## src/hw/rtl/sgs_pkg.sv

```systemverilog
// Shared types, widths and register indexes of the stream smoother.
`default_nettype none
package sgs_pkg;

	localparam int SAMPLE_W    = 16;
	localparam int COEFF_W     = 16;
	localparam int COEFF_FRAC  = 14;
	localparam int MAX_SPAN    = 7;
	localparam int SPAN_W      = 3;
	localparam int NUM_TAPS    = 2 * MAX_SPAN + 1;
	localparam int TAP_IDX_W   = $clog2(NUM_TAPS);
	localparam int POS_W       = 5;
	localparam int POS_MAX     = (1 << POS_W) - 1;
	localparam int FLUSH_W     = SPAN_W;
	localparam int ITEM_CNT_W  = $clog2(MAX_SPAN + 2);
	localparam int PROD_W      = SAMPLE_W + COEFF_W;
	localparam int PROD_LANES  = 16;
	localparam int ACC_W       = PROD_W + $clog2(PROD_LANES);
	localparam int QUEUE_DEPTH = 4;
	localparam int QPTR_W      = $clog2(QUEUE_DEPTH);
	localparam int QCNT_W      = $clog2(QUEUE_DEPTH + 1);
	localparam int CFG_IDX_W   = 3;
	localparam int CFG_DATA_W  = 64;
	localparam int COEFF_PER_WORD = CFG_DATA_W / COEFF_W;

	localparam logic [CFG_IDX_W-1:0] REG_LEFT_SPAN  = CFG_IDX_W'(0);
	localparam logic [CFG_IDX_W-1:0] REG_RIGHT_SPAN = CFG_IDX_W'(1);
	localparam logic [CFG_IDX_W-1:0] REG_COEFF_A    = CFG_IDX_W'(2);
	localparam logic [CFG_IDX_W-1:0] REG_COEFF_B    = CFG_IDX_W'(3);
	localparam logic [CFG_IDX_W-1:0] REG_COEFF_C    = CFG_IDX_W'(4);
	localparam logic [CFG_IDX_W-1:0] REG_COEFF_D    = CFG_IDX_W'(5);

	localparam logic [SPAN_W-1:0] SPAN_RESET = SPAN_W'(2);

	localparam logic signed [ACC_W-1:0] ROUND_BIAS = ACC_W'(longint'(1) <<< (COEFF_FRAC - 1));
	localparam logic signed [ACC_W-1:0] SAT_HI     = ACC_W'((longint'(1) <<< (SAMPLE_W - 1)) - 1);
	localparam logic signed [ACC_W-1:0] SAT_LO     = ~SAT_HI;

	typedef logic signed [SAMPLE_W-1:0] sample_t;
	typedef logic [SPAN_W-1:0] span_t;
	typedef logic [NUM_TAPS-1:0][SAMPLE_W-1:0] window_t;
	typedef logic [NUM_TAPS-1:0][COEFF_W-1:0] coeff_set_t;

	typedef struct packed {
		window_t             win;
		span_t               ls;
		span_t               rs;
		logic                due;
		logic                filt;
		logic                eos;
		logic [FLUSH_W-1:0]  nflush;
	} job_t;

	typedef struct packed {
		logic                filt;
		logic                last;
		logic [SAMPLE_W-1:0] raw;
	} item_meta_t;

endpackage
`default_nettype wire

```

## src/hw/rtl/sgs_queue.sv

```systemverilog
// Short job queue between the front end and the back end.
`default_nettype none
module sgs_queue import sgs_pkg::*; (
	input  logic              clk,
	input  logic              arst_n,
	input  logic              push,
	input  job_t              push_job,
	output logic              full,
	input  logic              pop,
	output logic              head_valid,
	output job_t              head_job,
	output logic [QCNT_W-1:0] count
);

	job_t              mem_q [QUEUE_DEPTH];
	logic [QPTR_W-1:0] wr_ptr_q;
	logic [QPTR_W-1:0] rd_ptr_q;
	logic [QCNT_W-1:0] cnt_q;

	assign full       = cnt_q == QCNT_W'(QUEUE_DEPTH);
	assign head_valid = cnt_q != '0;
	assign head_job   = mem_q[rd_ptr_q];
	assign count      = cnt_q;

	always_ff @(posedge clk) begin
		if (push) begin
			mem_q[wr_ptr_q] <= push_job;
		end
	end

	always_ff @(posedge clk or negedge arst_n) begin
		if (!arst_n) begin
			wr_ptr_q <= '0;
			rd_ptr_q <= '0;
			cnt_q    <= '0;
		end else begin
			if (push) begin
				wr_ptr_q <= wr_ptr_q + QPTR_W'(1);
			end
			if (pop) begin
				rd_ptr_q <= rd_ptr_q + QPTR_W'(1);
			end
			if (push && !pop) begin
				cnt_q <= cnt_q + QCNT_W'(1);
			end else if (pop && !push) begin
				cnt_q <= cnt_q - QCNT_W'(1);
			end
		end
	end

endmodule
`default_nettype wire

```

## config.mk

```make
export PLATFORM = sky130hd
export DESIGN_NAME = sgs_queue
export DESIGN_NICKNAME = d
export VERILOG_FILES = /design/src/hw/rtl/sgs_pkg.sv /design/src/hw/rtl/sgs_queue.sv
export SDC_FILE = /design/constraint.sdc
export NUM_CORES = 1
export LEC_CHECK = 0
export BUFFER_PORTS_ARGS = -buffer_cell sky130_fd_sc_hd__buf_2
export CAP_MARGIN = 15
export CORE_MARGIN = 3
export CORE_UTILIZATION = 50
export CTS_CLUSTER_DIAMETER = 80
export DETAILED_ROUTE_END_ITERATION = 8
export GPL_TIMING_DRIVEN = 0
export PLACE_DENSITY = 0.7
export SKIP_LAST_GASP = 1
export SYNTH_ARGS = -nofsm -noshare
export SYNTH_HDL_FRONTEND = slang
export SYNTH_SLANG_ARGS = --single-unit
export TNS_END_PERCENT = 1
```

## constraint.sdc

```tcl
create_clock -name clk -period 8.1 [get_ports clk]
set_input_delay 1.215 -clock clk [delete_from_list [all_inputs] [get_ports clk]]
set_output_delay 1.215 -clock clk [all_outputs]
set_load 0.005 [all_outputs]
```

==> out/metrics.csv <==
stage,metric,value,unit
placement,Post-Place Setup Slack,4740,ps
synth,mean post-synth cell area,27.2,µm²
grt,largest net degree at the start of global routing,59,
clock_network,TritonCTS Buffers,100,
floorplan,die height,277,µm
floorplan,num ports,513,
sta,RSZ-0062 raised after global routing,no,
final_layout,share of cells above drive strength 1,46.9,%
final_layout,fin nets,2246,
floorplan,initial core utilization,50.9,%
clock_network,clk sink count,1015,
sta,worst slew pin tran,783,ps
placement,post-detail-place hpwl,49400,µm
synth,"Seq/Total Area, Yosys",83.0,%
worst_setup_path,"most used cell, CP",buf_2,
worst_setup_path,top cell family by delay on the critical path,buffers and inverters,
worst_setup_path,cells on worst reg2reg path,6,
route,final WL,75500,µm
synth,"flops & latches, synth",1015,
clock_network,Clock Latency Late Sink,640,ps
synth,"Top FF cell, synth",edfxtp_1,
placement,placed insts,2832,
sta,skew final,26.5,ps
floorplan,die area,0.0767,mm²
worst_setup_path,CP peak stage delay,430,ps
clock_network,Max clock buf depth,3,
sta,final period utilization,48.0,%
worst_setup_path,Crit path required time,6880,ps
worst_setup_path,CP max-delay cell,buf_2,
route,router iterations before antenna repair,5,
final_layout,Synth-to-Final Area Change,20.5,%
sta,post-route setup slack,4210,ps
sta,Slew HR,47.8,%
clock_network,clock slew at reported path FFs,60,ps
placement,GPL Wtd Cong,0.730,
floorplan,std cell rows,98,
worst_setup_path,Critical Path Sink Type,output pin,
grt,global-route wire length before repair,114000,µm
synth,Synth Warn #,0,
synth,number of synthesized flops with an enable pin,1008,
route,WL per Instance,24.8,µm
worst_hold_path,Hold Crit Class,in2async,
power,Pleak,15.1,nW
final_layout,Finished Core Util,61.3,%
grt,GRT overflow,0,
route,vias per inst,5.50,
route,post-route ant nets,0,
floorplan,core area,0.0721,mm²
sta,Final Max Slew Viols,0,
job,maxcap violations,0,
route,vias after detailed routing,16700,
sta,FMAX,257,MHz
grt,vias in the first global route,17800,
clock_network,post-CTS setup repair buffer count,0,
sta,Final Hold Viols,0,
synth,Synth Instances,1350,
clock_network,H-tree levels,3,
synth,syn nets,1612,
synth,post-synthesis cell type count,19,
worst_setup_path,CP max FO,10,
worst_setup_path,buffers and inverters on the worst path,4,
worst_setup_path,kind of critical path,reg2out,
sta,final critical-path required period,3890,ps
final_layout,"commonest non-fill, non-tap cell in the layout",edfxtp_1,
worst_setup_path,worst path cell trace,"buf_2, buf_2, buf_2, mux4_2, buf_2",
clock_network,CTS tree,yes,
clock_network,# hold bufs at CTS,0,
final_layout,Fill cells,4922,
power,Worst VDD drop,0.228,mV
outcome,outcome,"complete, no violations",
placement,port bufs,512,
route,DRC,0,
worst_setup_path,CP Launch Type,flip-flop,
power,pwr/cell area,362,mW/mm²
final_layout,Non-Filler Instances,3040,
clock_network,Post-CTS Resized,0,
worst_setup_path,arrival time worst endpoint,2670,ps
worst_setup_path,number of cells on the critical path,5,
sta,Final setup viols,0,
synth,Post-Syn Area,0.0367,mm²
final_layout,"commonest non-fill, non-tap cells in the layout","1008 x edfxtp_1, 538 x buf_2, 252 x mux4_2, 102 x clkbuf_16, 48 x clkbuf_1",
route,initial drt markers,1355,
synth,share of synthesized registers carrying an async set or reset,0.690,%
grt,initial antenna violation count,23,
clock_network,root buffer cell,clkbuf_16,
floorplan,Die X,277,µm
grt,Total GRT Usage,19.7,%
layout make-up:
class	instances	area [µm²]	area share, %
clock buffer	145	2740	6.21
sequential	1015	30400	68.9
antenna	23	57.6	0.130
clock inverter	40	465	1.05
timing repair buffer	532	3060	6.92
inverter	4	15.0	0.0340
tap	950	1190	2.69
buffer	56	352	0.795
multi-input combinational	275	5890	13.3
path summary, 6_finish.rpt:
path | slack, ps | from | to
setup / recovery | 4210 | rd_ptr_q[1]$_DFFE_PN0P_ | head_job[149]
hold / removal | 450 | arst_n | count[1]$_DFFE_PN0P_
setup reg to reg | 5620 | wr_ptr_q[1]$_DFFE_PN0P_ | mem_q[1][246]$_DFFE_PP_
hold reg to reg | 530 | wr_ptr_q[0]$_DFFE_PN0P_ | wr_ptr_q[0]$_DFFE_PN0P_
max in group asynchronous | 7410 | arst_n | wr_ptr_q[0]$_DFFE_PN0P_
min in group clk | 530 | wr_ptr_q[0]$_DFFE_PN0P_ | wr_ptr_q[0]$_DFFE_PN0P_
cells by family (layout without fill, tap and decap cells):
logic type,count (synthesis),count (layout),share of synthesized area [%]
DFF,1015,1015,83.0
AOI/OAI and AO/OA,1,1,0.0136
other,0,23,0
xor gates and xnor gates,6,6,0.143
and+or+nand+nor,9,9,0.136
muxes,253,253,15.5
adders and majority gates,6,6,0.225
buffers and inverters,60,777,0.999
cell usage after synthesis, drive strengths merged (2+ instances only):
cell type | instances | area share (%)
xor2 | 4 | 0.095
mux4 | 252 | 15
clkbuf | 8 | 0.082
ha | 5 | 0.17
buf | 48 | 0.88
dfrtp | 7 | 0.48
edfxtp | 1008 | 83
and2 | 4 | 0.068
xnor2 | 2 | 0.048
inv | 4 | 0.041
nand2 | 2 | 0.020
routing by layer:
layer | up-vias | routed length, µm | GRT usage, % | part of all wire, %
met5 | - | 73 | 0 | 0.097
met4 | 10 | 2390 | 7.11 | 3.2
met3 | 136 | 6140 | 5.58 | 8.1
met2 | 575 | 38800 | 32.4 | 51
met1 | 8788 | 28100 | 25.6 | 37
li1 | 7209 | - | - | -
where the power goes:
part	switching, mW	internal, mW
Combinational	2.38	2.16
Sequential	0.203	6.85
Clock	1.85	2.59
Total	4.43	11.6
flip-flops by register name, summed over array words and instances, names as in the netlist:
signal / cells
count: 3
mem_q: 1008
rd_ptr_q: 2
wr_ptr_q: 2
per-stage QoR:
step	area [µm²]	TNS, ps	total power [mW]	hold slack [ps]
2_1_floorplan	36700	0	9.99	491
3_3_place_gp	40400	-4300030	12.1	513
3_5_place_dp	40900	0	11.8	524
4_1_cts	44200	0	16.3	405
5_1_grt	44200	0	16.8	427
6_report	44200	0	16.0	449
Power figures use the tool's default switching activity.
