[src/hw/rtl/sgs_pkg.sv]
// Shared types, widths and register indexes of the stream smoother.
`default_nettype none
package sgs_pkg;

	localparam int SAMPLE_W    = 16;
	localparam int COEFF_W     = 16;
	localparam int COEFF_FRAC  = 14;
	localparam int MAX_SPAN    = 7;
	localparam int SPAN_W      = 3;
	localparam int NUM_TAPS    = 2 * MAX_SPAN + 1;
	localparam int TAP_IDX_W   = $clog2(NUM_TAPS);
	localparam int POS_W       = 5;
	localparam int POS_MAX     = (1 << POS_W) - 1;
	localparam int FLUSH_W     = SPAN_W;
	localparam int ITEM_CNT_W  = $clog2(MAX_SPAN + 2);
	localparam int PROD_W      = SAMPLE_W + COEFF_W;
	localparam int PROD_LANES  = 16;
	localparam int ACC_W       = PROD_W + $clog2(PROD_LANES);
	localparam int QUEUE_DEPTH = 4;
	localparam int QPTR_W      = $clog2(QUEUE_DEPTH);
	localparam int QCNT_W      = $clog2(QUEUE_DEPTH + 1);
	localparam int CFG_IDX_W   = 3;
	localparam int CFG_DATA_W  = 64;
	localparam int COEFF_PER_WORD = CFG_DATA_W / COEFF_W;

	localparam logic [CFG_IDX_W-1:0] REG_LEFT_SPAN  = CFG_IDX_W'(0);
	localparam logic [CFG_IDX_W-1:0] REG_RIGHT_SPAN = CFG_IDX_W'(1);
	localparam logic [CFG_IDX_W-1:0] REG_COEFF_A    = CFG_IDX_W'(2);
	localparam logic [CFG_IDX_W-1:0] REG_COEFF_B    = CFG_IDX_W'(3);
	localparam logic [CFG_IDX_W-1:0] REG_COEFF_C    = CFG_IDX_W'(4);
	localparam logic [CFG_IDX_W-1:0] REG_COEFF_D    = CFG_IDX_W'(5);

	localparam logic [SPAN_W-1:0] SPAN_RESET = SPAN_W'(2);

	localparam logic signed [ACC_W-1:0] ROUND_BIAS = ACC_W'(longint'(1) <<< (COEFF_FRAC - 1));
	localparam logic signed [ACC_W-1:0] SAT_HI     = ACC_W'((longint'(1) <<< (SAMPLE_W - 1)) - 1);
	localparam logic signed [ACC_W-1:0] SAT_LO     = ~SAT_HI;

	typedef logic signed [SAMPLE_W-1:0] sample_t;
	typedef logic [SPAN_W-1:0] span_t;
	typedef logic [NUM_TAPS-1:0][SAMPLE_W-1:0] window_t;
	typedef logic [NUM_TAPS-1:0][COEFF_W-1:0] coeff_set_t;

	typedef struct packed {
		window_t             win;
		span_t               ls;
		span_t               rs;
		logic                due;
		logic                filt;
		logic                eos;
		logic [FLUSH_W-1:0]  nflush;
	} job_t;

	typedef struct packed {
		logic                filt;
		logic                last;
		logic [SAMPLE_W-1:0] raw;
	} item_meta_t;

endpackage
`default_nettype wire

[src/hw/rtl/sgs_front.sv]
// Front end: takes samples, shifts the window, classifies each request into a job.
`default_nettype none
module sgs_front import sgs_pkg::*; (
	input  logic               clk,
	input  logic               arst_n,
	input  logic               in_valid,
	output logic               in_ready,
	input  sample_t            sample,
	input  logic               eos,
	input  span_t              left_span,
	input  span_t              right_span,
	input  logic               q_full,
	output logic               push,
	output job_t               push_job,
	output logic [POS_W-1:0]   position
);

	window_t           window_q;
	logic [POS_W-1:0]  pos_q;
	span_t             ls_used;
	span_t             rs_used;
	logic              due;

	assign in_ready = !q_full;
	assign push     = in_valid && in_ready;
	assign position = pos_q;

	always_comb begin
		ls_used = (left_span > span_t'(MAX_SPAN)) ? span_t'(MAX_SPAN) : left_span;
		rs_used = (right_span > span_t'(MAX_SPAN)) ? span_t'(MAX_SPAN) : right_span;
		due = pos_q >= POS_W'(rs_used);
		push_job.win  = {window_q[NUM_TAPS-2:0], sample};
		push_job.ls   = ls_used;
		push_job.rs   = rs_used;
		push_job.due  = due;
		push_job.filt = pos_q >= (POS_W'(ls_used) + POS_W'(rs_used));
		push_job.eos  = eos;
		if (!eos) begin
			push_job.nflush = '0;
		end else if (due) begin
			push_job.nflush = FLUSH_W'(rs_used);
		end else begin
			push_job.nflush = pos_q[FLUSH_W-1:0] + FLUSH_W'(1);
		end
	end

	always_ff @(posedge clk or negedge arst_n) begin
		if (!arst_n) begin
			window_q <= '0;
			pos_q    <= '0;
		end else if (push) begin
			window_q <= push_job.win;
			if (eos) begin
				pos_q <= '0;
			end else if (pos_q != POS_W'(POS_MAX)) begin
				pos_q <= pos_q + POS_W'(1);
			end
		end
	end

endmodule
`default_nettype wire

[config.mk]
export PLATFORM = sky130hd
export DESIGN_NAME = sgs_front
export DESIGN_NICKNAME = d
export VERILOG_FILES = /design/src/hw/rtl/sgs_pkg.sv /design/src/hw/rtl/sgs_front.sv
export SDC_FILE = /design/constraint.sdc
export NUM_CORES = 1
export LEC_CHECK = 0
export ABC_AREA = 1
export ABC_CLOCK_PERIOD_IN_PS = 3300
export BUFFER_PORTS_ARGS = -buffer_cell sky130_fd_sc_hd__buf_2
export CAP_MARGIN = 0
export CORE_MARGIN = 10
export CORE_UTILIZATION = 51
export DETAILED_ROUTE_END_ITERATION = 10
export HOLD_SLACK_MARGIN = 0.06
export PLACE_DENSITY = 0.89
export RECOVER_POWER = 25
export SLEW_MARGIN = 20
export SYNTH_ARGS = -nofsm -noshare
export SYNTH_HDL_FRONTEND = slang
export SYNTH_SLANG_ARGS = --single-unit
[constraint.sdc]
create_clock -name clk -period 3.3 [get_ports clk]
set_clock_uncertainty 0.1 [all_clocks]
set_input_delay 0.66 -clock clk [delete_from_list [all_inputs] [get_ports clk]]
set_output_delay 0.66 -clock clk [all_outputs]
set_load 0.01 [all_outputs]
==> out/metrics.yaml <==
pwr:
  finalPower_mw: 8.063
  p_switching_mw: 2.561
  powerDensity_nw_per_um2: 717.3
  intPower_mw: 5.502
  vdd_drop_max_v: 0.0004820
  sequentialPowerShare_pct: 46.4
  leakagePower_nw: 6.064
  clkPwrFrac_pct: 31.0
  pwr-share-comb_pct: 22.6
  swShare_pct: 31.76
synth:
  syn_area_um2: 9260
  synth_cell_type_count: 24
  synthSimpleGateAreaFrac_pct: 12.15
  avgSynthCellArea_um2: 9.686
  synth-compound-area-share_pct: 12.93
  synth_cells: 956
  synth_seq_area_share_pct: 61.88
  post_synth_mux_area_share_pct: 0
  synth_top_family_by_area: "compound AO/OA/AOI/OAI gates"
  ys_ff_latch: 229
  synthAdderAreaFrac_pct: 1.838
  synthXorXnorAreaFrac_pct: 0.09458
  syn_nets: 996
  yosys_warnings: 0
place:
  gp_congestion: 0.8709
  dp_hpwl_um: 17460
  numPortBuffers: 285
timing:
  worstMarginPinSlew_ns: 2.323
  post-route-period-util_pct: 95.96
  fmax_mhz: 315.8
  hold_ws_ns: 0.2889
  setup_tns_ns: 0
  slew_viol_final: 92
  setup_violations: 0
  final_period_minus_worst_setup_slack_ns: 3.167
  rsz0062_at_grt: "false"
  relSlewSlack_pct: -54.86
  hold_violations: 0
cts:
  clkSinkCount: 229
  cts_tree: "yes"
  htree_levels: 1
  postCtsSetupBuffers: 0
  cts_hold_buf: 0
  cts_made_buffers: 23
  clk_pin_slew_ns: 0.06
  cts_resized: 0
  cts_root_buffer: "clkbuf_16"
  clk_latency_ns: 0.49
  cts_buffer_depth: 3
run:
  max_cap_viol_count: 1
worst_setup_path:
  worstSetupEndpointType: "primary output"
  arrival_ns: 2.41
  worstPathMaxFanout: 4
  cpPeakStageDelay_ns: 0.40
  r2r_cells: 7
  setup.worst_path.start_class: "primary input"
  cpMaxStageDelayCell: "fa_1"
  worstPathRequired_ns: 2.54
  crit_type: "in -> out"
  cp_cell_sequence: "buf_2 -> ha_1 -> inv_1 -> fa_1 -> xor2_1 -> ha_1 -> nand2_1 -> inv_1 -> o21ai_0 -> nand4_1 -> buf_2"
drt:
  vias: 7340
  firstDrtPassIters: 5
  first_iter_violations: 488
  drc_errors: 0
  wl_um: 24390
  wl_per_cell_um: 16.85
  drtAntennaViolNets: 0
  vias_per_cell: 5.073
global_routing:
  overflow: 0
  grt_pass1_wl_um: 39080
  track_usage_pct: 19.65
  grt_max_degree: 144
  antenna_found_initial: 0
  grt_pass1_vias: 7401
floorplan:
  core-area_um2: 17900
  num_io_pins: 286
  die_h_um: 154.8
  row_count: 49
  die-area_um2: 23950
  die_w_um: 154.8
  initial_utilization_pct: 51.73
final_layout:
  drive_above_1_share_pct: 28.98
  nets: 1243
  area_growth_pct: 21.39
  layout_commonest_cell: "buf_2"
  final_cell_mix: "284 x buf_2, 273 x nand2_1, 229 x dfrtp_1"
  fillers: 1429
  diodes: 0
  post-route-util_pct: 62.79
status:
  violations: "capacitance limit, slew limit"
  outcome: "finished, violations left"
hold_path:
  hold_class: "in -> reg"
  hold_depth: 3
[through the flow]
stage               cell area [µm²]  setup WS (ns)  cells
floorplan                      9260         0.3399    956
global placement              10560         0.2598   1407
detailed placement            10560         0.1632   1407
CTS                           11290         0.1680   1447
global route                  11240        0.07475   1447
finish                        11240         0.1333   1447
[worst max-delay path, delay by kind of cell]
| kind | cells | cell delay, ns |
|---|---|---|
| fa+ha+maj | 3 | 0.86 |
| buf+inv | 4 | 0.36 |
| simple gates | 2 | 0.19 |
| xor+xnor | 1 | 0.16 |
| compound gates | 1 | 0.16 |
[routing by layer]
layer	GRT usage (%)	part of all wire (%)
met5	0	0
met4	5.263	2.2
met3	6.739	10
met2	31.99	48
met1	24.47	40
[synth_stat cells, drive strengths merged]
library cell,count,share of area [%]
nand2,273,11
dfrtp,229,62
o21ai,213,12
inv,126,5.2
buf,51,5.1
clkbuf,22,0.89
ha,12,1.6
nor2,11,0.53
nand3,6,0.32
a21oi,5,0.39
nand4,3,0.20
o22ai,2,0.14
a211oi,1,0.081
fa,1,0.22
xor2,1,0.095
[path summary, 6_finish.rpt]
kind / from / end / slack (ns)
max in group asynchronous: arst_n / push_job[154]$_DFFE_PN0P_ / 0.58
min in group asynchronous: arst_n / push_job[243]$_DFFE_PN0P_ / 0.74
hold / removal: sample[11] / push_job[39]$_DFFE_PN0P_ / 0.29
setup reg to reg: position[1]$_DFFE_PN0P_ / position[0]$_DFFE_PN0P_ / 1.62
hold reg to reg: push_job[241]$_DFFE_PN0P_ / push_job[241]$_DFFE_PN0P_ / 0.38
setup / recovery: right_span[0] / push_job[4] / 0.13
[flip-flops by register name, summed over array words and instances (netlist names)]
signal,flops
push_job,224
position,5
[power groups by stage]
| stage | clock network (mW) | logic [mW] | registers (mW) |
|---|---|---|---|
| 5_1_grt | 2.66 | 2.04 | 3.81 |
| 2_1_floorplan | 0 | 0.698 | 3.97 |
| 3_5_place_dp | 0 | 1.85 | 3.78 |
| 6_report | 2.50 | 1.82 | 3.74 |
| 4_1_cts | 2.54 | 1.87 | 3.74 |
| 3_3_place_gp | 0 | 1.79 | 3.76 |
[final cells by class]
type / instances / area, µm² / share of cell area [%]
clock buffers: 32 / 659.4 / 5.866
clock inverters: 8 / 67.56 / 0.6011
inverters: 126 / 478.0 / 4.252
multi-input cells: 528 / 2499 / 22.23
flip-flops and latches: 229 / 5731 / 50.98
well taps: 229 / 286.5 / 2.549
repair buffers: 295 / 1520 / 13.52
[cell families (layout without fill, tap and decap cells)]
kind of cell	Yosys count	after routing
simple gates	293	293
flops	229	229
compound gates	221	221
buf+inv	199	461
fa+ha+maj	13	13
xor+xnor	1	1
(Power assumes the default switching activity.)
